## config.mk

```make
export PLATFORM = sky130hd
export DESIGN_NAME = css_escape_stream_decoder
export DESIGN_NICKNAME = d
export VERILOG_FILES = /design/src/rtl/core/ced_pkg.sv /design/src/rtl/core/ced_front.sv /design/src/rtl/core/ced_queue.sv /design/src/rtl/core/ced_back.sv /design/src/rtl/core/css_escape_stream_decoder.sv
export SDC_FILE = /design/constraint.sdc
export NUM_CORES = 1
export LEC_CHECK = 0
export BUFFER_PORTS_ARGS = -buffer_cell sky130_fd_sc_hd__buf_2
export CORE_UTILIZATION = 55
export DETAILED_ROUTE_END_ITERATION = 6
export MAX_ROUTING_LAYER = met4
export PLACE_DENSITY = 0.72
export SLEW_MARGIN = 20
export SYNTH_ARGS = -nofsm -noshare
export SYNTH_HDL_FRONTEND = slang
export SYNTH_SLANG_ARGS = --single-unit
```

## constraint.sdc

```tcl
create_clock -name clk -period 8.4 [get_ports clk]
set_clock_uncertainty 0.1 [all_clocks]
set_input_delay 1.26 -clock clk [delete_from_list [all_inputs] [get_ports clk]]
set_output_delay 1.26 -clock clk [all_outputs]
set_load 0.1 [all_outputs]
```

## src/rtl/core/ced_pkg.sv

```systemverilog
// Package for the CSS escape stream decoder: result and queue entry types,
// scan mode encoding, byte constants and the hex digit helper functions.
// Depends on nothing; the front end, queue, back end and top level import it.
`timescale 1ns / 1ps

package ced_pkg;

  localparam int MAX_HEX_DIGITS = 6;
  localparam int HEX_CNT_W      = 3;
  localparam int HEX_NIB_W      = 4 * MAX_HEX_DIGITS;
  localparam int QUEUE_DEPTH    = 4;
  localparam int QUEUE_AW       = 2;

  localparam logic [7:0] CHAR_BSLASH      = 8'h5C;
  localparam logic [7:0] CHAR_NEWLINE     = 8'h0A;
  localparam logic [7:0] CHAR_SPACE       = 8'h20;
  localparam logic [7:0] FULLWIDTH_LIMIT  = 8'h5F;
  localparam logic [7:0] FULLWIDTH_OFFSET = 8'h20;
  localparam logic [3:0] NIBBLE_F         = 4'hF;

  // One-hot scan mode.
  typedef enum logic [3:0] {
    MODE_NORMAL = 4'b0001,
    MODE_BSLASH = 4'b0010,
    MODE_HEX    = 4'b0100,
    MODE_SKIPWS = 4'b1000
  } ced_mode_t;

  typedef struct packed {
    logic [7:0] data;
    logic       valid;
    logic       last;
    logic       changed;
  } ced_result_t;

  // One queue entry holds all results of one input byte (one or two).
  typedef struct packed {
    logic        two;
    ced_result_t r0;
    ced_result_t r1;
  } ced_entry_t;

  function automatic logic is_hex(input logic [7:0] b);
    return (b >= 8'h30 && b <= 8'h39) || (b >= 8'h41 && b <= 8'h46) ||
           (b >= 8'h61 && b <= 8'h66);
  endfunction

  // Valid only for hex digits: letters sit at 1..6 in their low nibble.
  function automatic logic [3:0] hex_val(input logic [7:0] b);
    return b[6] ? (b[3:0] + 4'd9) : b[3:0];
  endfunction

  function automatic logic is_space(input logic [7:0] b);
    return (b == CHAR_SPACE) || (b >= 8'h09 && b <= 8'h0D);
  endfunction

  // Value of a finished hex escape, with the full-width ASCII fold.
  function automatic logic [7:0] hex_decode(input logic [HEX_CNT_W-1:0] c,
                                            input logic [HEX_NIB_W-1:0] n);
    logic [7:0] v;
    logic       full;
    v    = n[7:0];
    full = 1'b0;
    if (c <= HEX_CNT_W'(1)) begin
      v = {4'd0, n[3:0]};
    end else begin
      if (c == HEX_CNT_W'(4)) full = 1'b1;
      else if (c == HEX_CNT_W'(5)) full = (n[19:16] == 4'd0);
      else if (c == HEX_CNT_W'(6)) full = (n[23:16] == 8'd0);
      if (full && v != 8'd0 && v < FULLWIDTH_LIMIT &&
          n[11:8] == NIBBLE_F && n[15:12] == NIBBLE_F) begin
        v = v + FULLWIDTH_OFFSET;
      end
    end
    return v;
  endfunction

endpackage

```

## src/rtl/core/ced_front.sv

```systemverilog
// Front end of the CSS escape stream decoder: escape state machine that
// writes the results of an accepted byte, up to two, as one queue entry.
// Depends on ced_pkg.
`timescale 1ns / 1ps

module ced_front import ced_pkg::*; (
  input  logic       clk,
  input  logic       rst,
  input  logic       byte_valid,
  output logic       byte_ready,
  input  logic [7:0] byte_data,
  input  logic       byte_last,
  input  logic       q_full,
  output logic       q_push,
  output ced_entry_t q_entry
);

  ced_mode_t              mode, mode_next;
  logic [HEX_CNT_W-1:0]   hex_count, hex_count_next;
  logic [HEX_NIB_W-1:0]   hex_nibbles, hex_nibbles_next;
  logic                   changed_seen, changed_seen_next;

  logic                   digit, space, add_digit, flush_en, plain_call, direct_en;
  logic [HEX_CNT_W-1:0]   acc_cnt, dec_cnt;
  logic [HEX_NIB_W-1:0]   acc_nib, dec_nib;
  logic [7:0]             flush_byte;
  logic                   accept;

  assign accept     = byte_valid && !q_full;
  assign byte_ready = !q_full;
  assign digit      = is_hex(byte_data);
  assign space      = is_space(byte_data);

  // A digit right after the backslash starts a fresh accumulation.
  assign acc_nib = (mode == MODE_BSLASH) ? {{(HEX_NIB_W-4){1'b0}}, hex_val(byte_data)}
                                         : {hex_nibbles[HEX_NIB_W-5:0], hex_val(byte_data)};
  assign acc_cnt = (mode == MODE_BSLASH) ? HEX_CNT_W'(1) : hex_count + HEX_CNT_W'(1);

  always_comb begin
    mode_next         = mode;
    hex_count_next    = hex_count;
    hex_nibbles_next  = hex_nibbles;
    changed_seen_next = changed_seen;
    add_digit         = 1'b0;
    flush_en          = 1'b0;
    plain_call        = 1'b0;
    direct_en         = 1'b0;

    case (mode)
      MODE_BSLASH: begin
        if (digit) begin
          add_digit = 1'b1;
        end else if (byte_data == CHAR_NEWLINE) begin
          changed_seen_next = 1'b1;
          mode_next         = MODE_NORMAL;
        end else begin
          direct_en = 1'b1;
          mode_next = MODE_NORMAL;
        end
      end
      MODE_HEX: begin
        if (digit) begin
          add_digit = 1'b1;
        end else begin
          flush_en   = 1'b1;
          mode_next  = MODE_NORMAL;
          plain_call = !space;
        end
      end
      MODE_SKIPWS: begin
        mode_next  = MODE_NORMAL;
        plain_call = !space;
      end
      default: begin
        plain_call = 1'b1;
      end
    endcase

    if (add_digit) begin
      hex_nibbles_next = acc_nib;
      hex_count_next   = acc_cnt;
      mode_next        = MODE_HEX;
      if (acc_cnt >= HEX_CNT_W'(MAX_HEX_DIGITS)) begin
        flush_en  = 1'b1;
        mode_next = MODE_SKIPWS;
      end else if (byte_last) begin
        flush_en  = 1'b1;
        mode_next = MODE_NORMAL;
      end
    end

    if (plain_call) begin
      if (byte_data == CHAR_BSLASH) begin
        if (byte_last) begin
          changed_seen_next = 1'b1;
          mode_next         = MODE_NORMAL;
        end else begin
          mode_next = MODE_BSLASH;
        end
      end else begin
        direct_en = 1'b1;
        mode_next = MODE_NORMAL;
      end
    end

    if (flush_en) begin
      changed_seen_next = 1'b1;
      hex_count_next    = '0;
      hex_nibbles_next  = '0;
    end
  end

  assign dec_cnt    = add_digit ? acc_cnt : hex_count;
  assign dec_nib    = add_digit ? acc_nib : hex_nibbles;
  assign flush_byte = hex_decode(dec_cnt, dec_nib);

  // The decoded escape byte always precedes the byte that ended it.
  always_comb begin
    q_entry.two        = flush_en && direct_en;
    q_entry.r0.data    = flush_en ? flush_byte : (direct_en ? byte_data : 8'd0);
    q_entry.r0.valid   = flush_en || direct_en;
    q_entry.r0.last    = byte_last && !q_entry.two;
    q_entry.r0.changed = byte_last && !q_entry.two && changed_seen_next;
    q_entry.r1.data    = byte_data;
    q_entry.r1.valid   = 1'b1;
    q_entry.r1.last    = byte_last;
    q_entry.r1.changed = byte_last && changed_seen_next;
  end

  assign q_push = accept && (flush_en || direct_en || byte_last);

  always_ff @(posedge clk) begin
    if (rst) begin
      mode         <= MODE_NORMAL;
      hex_count    <= '0;
      hex_nibbles  <= '0;
      changed_seen <= 1'b0;
    end else if (accept) begin
      if (byte_last) begin
        mode         <= MODE_NORMAL;
        hex_count    <= '0;
        hex_nibbles  <= '0;
        changed_seen <= 1'b0;
      end else begin
        mode         <= mode_next;
        hex_count    <= hex_count_next;
        hex_nibbles  <= hex_nibbles_next;
        changed_seen <= changed_seen_next;
      end
    end
  end

endmodule

```

## src/rtl/core/ced_queue.sv

```systemverilog
// Short entry queue between the front and back ends of the decoder.
// Depends on ced_pkg for the entry type and depth.
`timescale 1ns / 1ps

module ced_queue import ced_pkg::*; (
  input  logic       clk,
  input  logic       rst,
  input  logic       push,
  input  ced_entry_t push_entry,
  input  logic       pop,
  output ced_entry_t head,
  output logic       full,
  output logic       not_empty
);

  ced_entry_t            slots [QUEUE_DEPTH];
  logic [QUEUE_AW-1:0]   wr_ptr, rd_ptr;
  logic [QUEUE_AW:0]     fill;

  assign full      = (fill == (QUEUE_AW+1)'(QUEUE_DEPTH));
  assign not_empty = (fill != '0);
  assign head      = slots[rd_ptr];

  always_ff @(posedge clk) begin
    if (push) slots[wr_ptr] <= push_entry;
  end

  always_ff @(posedge clk) begin
    if (rst) begin
      wr_ptr <= '0;
      rd_ptr <= '0;
      fill   <= '0;
    end else begin
      if (push) wr_ptr <= wr_ptr + QUEUE_AW'(1);
      if (pop)  rd_ptr <= rd_ptr + QUEUE_AW'(1);
      case ({push, pop})
        2'b10:   fill <= fill + (QUEUE_AW+1)'(1);
        2'b01:   fill <= fill - (QUEUE_AW+1)'(1);
        default: fill <= fill;
      endcase
    end
  end

endmodule

```

## src/rtl/core/ced_back.sv

```systemverilog
// Back end of the decoder: takes queue entries and hands their results out
// one transfer at a time from a registered output stage. Depends on ced_pkg.
`timescale 1ns / 1ps

module ced_back import ced_pkg::*; (
  input  logic       clk,
  input  logic       rst,
  input  logic       q_valid,
  input  ced_entry_t q_head,
  output logic       q_pop,
  output logic       m_tvalid,
  input  logic       m_tready,
  output logic [7:0] m_tdata,
  output logic       m_tlast,
  output logic [1:0] m_tuser
);

  ced_entry_t  hold;
  logic        hold_valid;
  logic        phase;
  logic        xfer, finishing;
  ced_result_t cur;

  assign cur       = phase ? hold.r1 : hold.r0;
  assign xfer      = hold_valid && m_tready;
  assign finishing = xfer && (!hold.two || phase);
  assign q_pop     = q_valid && (!hold_valid || finishing);

  assign m_tvalid = hold_valid;
  assign m_tdata  = cur.data;
  assign m_tlast  = cur.last;
  assign m_tuser  = {cur.changed, cur.valid};

  always_ff @(posedge clk) begin
    if (q_pop) hold <= q_head;
  end

  always_ff @(posedge clk) begin
    if (rst) begin
      hold_valid <= 1'b0;
      phase      <= 1'b0;
    end else if (q_pop) begin
      hold_valid <= 1'b1;
      phase      <= 1'b0;
    end else if (finishing) begin
      hold_valid <= 1'b0;
      phase      <= 1'b0;
    end else if (xfer) begin
      phase <= 1'b1;
    end
  end

endmodule

```

## src/rtl/core/css_escape_stream_decoder.sv

```systemverilog
// CSS escape stream decoder, top level. A result passes through a queue slot and
// then the back end's output register before it is offered on the output.
// Throughput: one input byte per cycle while the queue is not full; output is one
// result per cycle while the sink is ready, so a byte that yields two results
// (escape value plus the byte that ended it) takes two output transfers, absorbed
// by the four-entry queue. Reset (rst, synchronous, active high) clears the escape state and empties both ends.
`timescale 1ns / 1ps

module css_escape_stream_decoder import ced_pkg::*; (
  input  logic       clk,
  input  logic       rst,
  // Input byte stream.
  input  logic       s_tvalid,
  output logic       s_tready,
  input  logic [7:0] s_tdata,   // [7:0] in_byte
  input  logic       s_tlast,   // in_last: final byte of the string
  // Decoded result stream.
  output logic       m_tvalid,
  input  logic       m_tready,
  output logic [7:0] m_tdata,   // [7:0] out_byte
  output logic       m_tlast,   // out_last: final result of the string
  output logic [1:0] m_tuser    // [0] out_valid, [1] changed
);

  // The front end runs the escape state machine, one byte per transfer, and
  // writes all results of that byte as a single queue entry. It stalls only
  // when the queue is full.
  logic       q_push, q_full, q_not_empty, q_pop;
  ced_entry_t q_in, q_head;

  ced_front u_front (
    .clk        (clk),
    .rst        (rst),
    .byte_valid (s_tvalid),
    .byte_ready (s_tready),
    .byte_data  (s_tdata),
    .byte_last  (s_tlast),
    .q_full     (q_full),
    .q_push     (q_push),
    .q_entry    (q_in)
  );

  // The queue decouples the two sides so a stalled sink does not stop the
  // front end until the queue fills.
  ced_queue u_queue (
    .clk        (clk),
    .rst        (rst),
    .push       (q_push),
    .push_entry (q_in),
    .pop        (q_pop),
    .head       (q_head),
    .full       (q_full),
    .not_empty  (q_not_empty)
  );

  // The back end holds one entry in its output register and serializes its
  // results; the next entry is loaded in the same cycle the last one leaves.
  ced_back u_back (
    .clk      (clk),
    .rst      (rst),
    .q_valid  (q_not_empty),
    .q_head   (q_head),
    .q_pop    (q_pop),
    .m_tvalid (m_tvalid),
    .m_tready (m_tready),
    .m_tdata  (m_tdata),
    .m_tlast  (m_tlast),
    .m_tuser  (m_tuser)
  );

endmodule

```

==> metrics.md <==
| Metric | Value |
|---|---|
| Initial core utilization | `0.5634` |
| Total GRT Usage | `0.2422` |
| Site Rows | `40` |
| Fin nets | `543` |
| RSZ-0062 raised after global routing | `false` |
| Drt first-iter violations | `between 300 and 400` |
| Post-Syn Instances | `about 500` |
| Minimum clock period | `~4.7 ns` |
| Post-route cell area | `~7600 µm²` |
| IO Port Bufs | `25` |
| Final GP Congestion | `between 0.8 and 0.9` |
| Drt pass-1 iters | `5` |
| Crit Path Category | `input port to flop` |
| Hold_buf cts | `0` |
| Startpoint Class | `input port` |
| Via/cell ratio | `6.288` |
| DRT antenna net count | `0` |
| Synthesized area per cell | `approximately 14 µm²` |
| CP Max Fanout | `15` |
| Vias in the first global route | `4155` |
| Power density over cell area | `between 300 and 400 nW/µm²` |
| Total die area | `12750 µm²` |
| Slew margin rel. | `0.3767` |
| Routed via count | `about 4300` |
| Max Cap Viol | `0` |
| Worst min-delay path category | `flop to flop` |
| Area delta synth->final | `12.04%` |
| Post-route DRC | `0` |
| Placed Cells | `approximately 650` |
| Clk_lat worst skew | `around 0.42 ns` |
| Core Area | `12010 µm²` |
| Final setup viols | `0` |
| Clock Path Buffers | `2` |
| Largest net degree at the start of global routing | `42` |
| Clock sink total | `151` |
| CTS Root Buffer Type | `clkbuf_16` |
| GRT overflow | `0` |
| Worst-path cell chain | `buf_2, inv_1, ha_1, or4b_1, nand4_1, o211a_2, o211a_1, o31ai_4, a31oi_4, inv_1, ha_1, inv_1, fa_1, xor2_1, or3_1, a21oi_1` |
| #FFs+latches synth | `approximately 150` |
| Sequential fraction of the synthesis area | `0.6094` |
| Worst-margin pin slew | `between 0.9 and 1 ns` |
| CP endpoint kind | `flop` |
| Outcome | `finished clean` |
| Io pins | `26` |
| Clock transition at path regs | `around 0.060 ns` |
| Ys flop type | `edfxtp_1` |
| Syn Std Cell Area | `between 6000 and 7000 µm²` |
| Yosys warns | `0` |
| Max-slew violations | `0` |
| Leak Pwr | `approximately 2.5 nW` |
| N_diodes | `0` |
| Final cell count without fillers | `677` |
| Routed WL | `approximately 14 mm` |
| Number of hold violations in the final report | `0` |
| Worst EP arrival | `4.97 ns` |
| VDD IR-drop max | `roughly 0.15 mV` |
| Syn nets | `522` |
| Top cell by count, worst path | `inv_1` |
| Commonest non-fill, non-tap cells in the layout | `edfxtp_1, nor2_1, dfxtp_1, nand2_1, a22oi_1` |
| Drt wl/cell | `20.39 µm` |
| Antenna violations before repair | `0` |
| Most common cell after layout, fill and taps aside | `edfxtp_1` |
| Period utilisation layout | `0.5627` |
| Library cells used by synthesis | `79` |
| CP max-delay cell | `o211a_2` |
| Post-synth EDFFs | `110` |
| Fraction of layout cells with a size suffix above 1 | `0.2151` |
| DP Area | `6975 µm²` |
| First-pass GRT wire length | `about 22 mm` |
| H-tree level count | `4` |
| Die Y | `between 100 and 150 µm` |
| Die extent in x | `112.9 µm` |
| Ys async rst share | `0` |
| Num CTS Buffers | `17` |
| Post-CTS setup buffer count | `0` |
| Resize count post-CTS | `0` |
| Post-DP HPWL | `approximately 9 mm` |
| TritonCTS clock tree | `done` |
| Worst EP required | `8.65 ns` |
| Crit path largest cell delay | `0.44 ns` |
| Fmax | `~0.21 GHz` |
| Setup total negative slack | `0 ns` |
==> per-stage QoR <==
| stage | utilization | worst slack, ns | power, W | hold slack, ns |
|---|---|---|---|---|
| 6_report | 0.6313 | 3.673 | 0.002389 | 0.3994 |
| 5_1_grt | 0.6313 | 3.429 | 0.002477 | 0.4472 |
| 4_1_cts | 0.6307 | 3.687 | 0.002406 | 0.4076 |
| 3_5_place_dp | 0.5807 | 3.273 | 0.001634 | 0.3939 |
| 3_3_place_gp | 0.5807 | 3.401 | 0.001617 | 0.3858 |
| 2_1_floorplan | - | 3.641 | 0.001512 | 0.3695 |
==> cells by family after synthesis <==
group                      count (synthesis)  synth area share
xor gates and xnor gates                   9           0.01165
DFF                                      151            0.6094
and+or+nand+nor                          148            0.1165
adders and majority gates                 13           0.02514
buffers and inverters                     38           0.02496
AOI/OAI and AO/OA                        102            0.1181
muxes                                     35           0.09429
==> path summary, 6_finish.rpt <==
path,depth (start not counted),end,slack (ns),from
setup reg to reg,12,u_queue.fill[2]$_SDFFE_PP0P_,4.79,u_front.mode[3]$_SDFFE_PP0P_
hold reg to reg,2,u_front.hex_nibbles[22]$_SDFFE_PP0P_,0.40,u_front.hex_nibbles[22]$_SDFFE_PP0P_
hold / removal,2,u_front.hex_nibbles[22]$_SDFFE_PP0P_,0.40,u_front.hex_nibbles[22]$_SDFFE_PP0P_
setup / recovery,16,u_queue.fill[2]$_SDFFE_PP0P_,3.67,s_tdata[0]
==> layout make-up <==
type                    count  area [µm²]
multi-input cells         307        2484
well taps                 147       183.9
fillers                   877        4429
repair buffers             27       140.1
inverters                  13       48.80
clock buffers              17       425.4
flip-flops and latches    151        4125
clock inverters            15       175.2
==> worst max-delay path, delay by kind of cell <==
kind / cells / cell delay [ns]
and+or+nand+nor: 3 / 0.72
xor gates and xnor gates: 1 / 0.16
AOI/OAI and AO/OA: 5 / 1.45
adders and majority gates: 3 / 0.81
buffers and inverters: 4 / 0.56
==> per-layer routing <==
layer	vias up	global-route usage	part of all wire	routed length, µm
li1	1973	-	-	-
met1	2151	0.3066	0.44	6027
met2	111	0.3942	0.51	7016
met3	22	0.04017	0.036	498
met4	0	0.09474	0.019	265
met5	-	-	0	0
==> sequential cells by signal, indices dropped and copies added (netlist names) <==
name,cells
u_queue.fill,3
u_front.changed_seen,1
u_back.m_tvalid,1
u_back.phase,1
u_queue.slots,88
u_front.hex_count,3
u_front.hex_nibbles,24
u_queue.rd_ptr,2
u_front.mode,4
u_queue.wr_ptr,2
u_back.hold,22
==> synth_stat cells, types with 4 or more instances <==
cell type / instances / area [µm²]
edfxtp_1: 110 / 3303
nor2_1: 52 / 195.2
dfxtp_1: 41 / 820.8
nand2_1: 30 / 112.6
a22oi_1: 26 / 195.2
mux4_2: 22 / 495.5
a21oi_1: 15 / 75.07
clkbuf_1: 14 / 52.55
inv_1: 13 / 48.80
o21ai_0: 13 / 65.06
ha_1: 12 / 150.1
mux2_2: 10 / 112.6
nand3_1: 6 / 30.03
nor3_1: 6 / 30.03
and2_1: 5 / 31.28
nand4_1: 5 / 31.28
nor2b_1: 5 / 31.28
o211ai_1: 5 / 37.54
xor2_1: 5 / 43.79
a211oi_1: 4 / 30.03
a22o_1: 4 / 35.03
buf_1: 4 / 15.01
nor3b_1: 4 / 30.03
nor4_1: 4 / 25.02
o22ai_1: 4 / 25.02
or4b_1: 4 / 40.04
xnor2_1: 4 / 35.03
==> power breakdown <==
| part | internal (W) | total [W] | switching, W |
|---|---|---|---|
| sequential | 0.000948 | 0.00101 | 0.0000591 |
| combinational | 0.000167 | 0.000606 | 0.000438 |
| clock | 0.000468 | 0.000775 | 0.000307 |
Note: power is estimated with default switching activity, not from simulation.
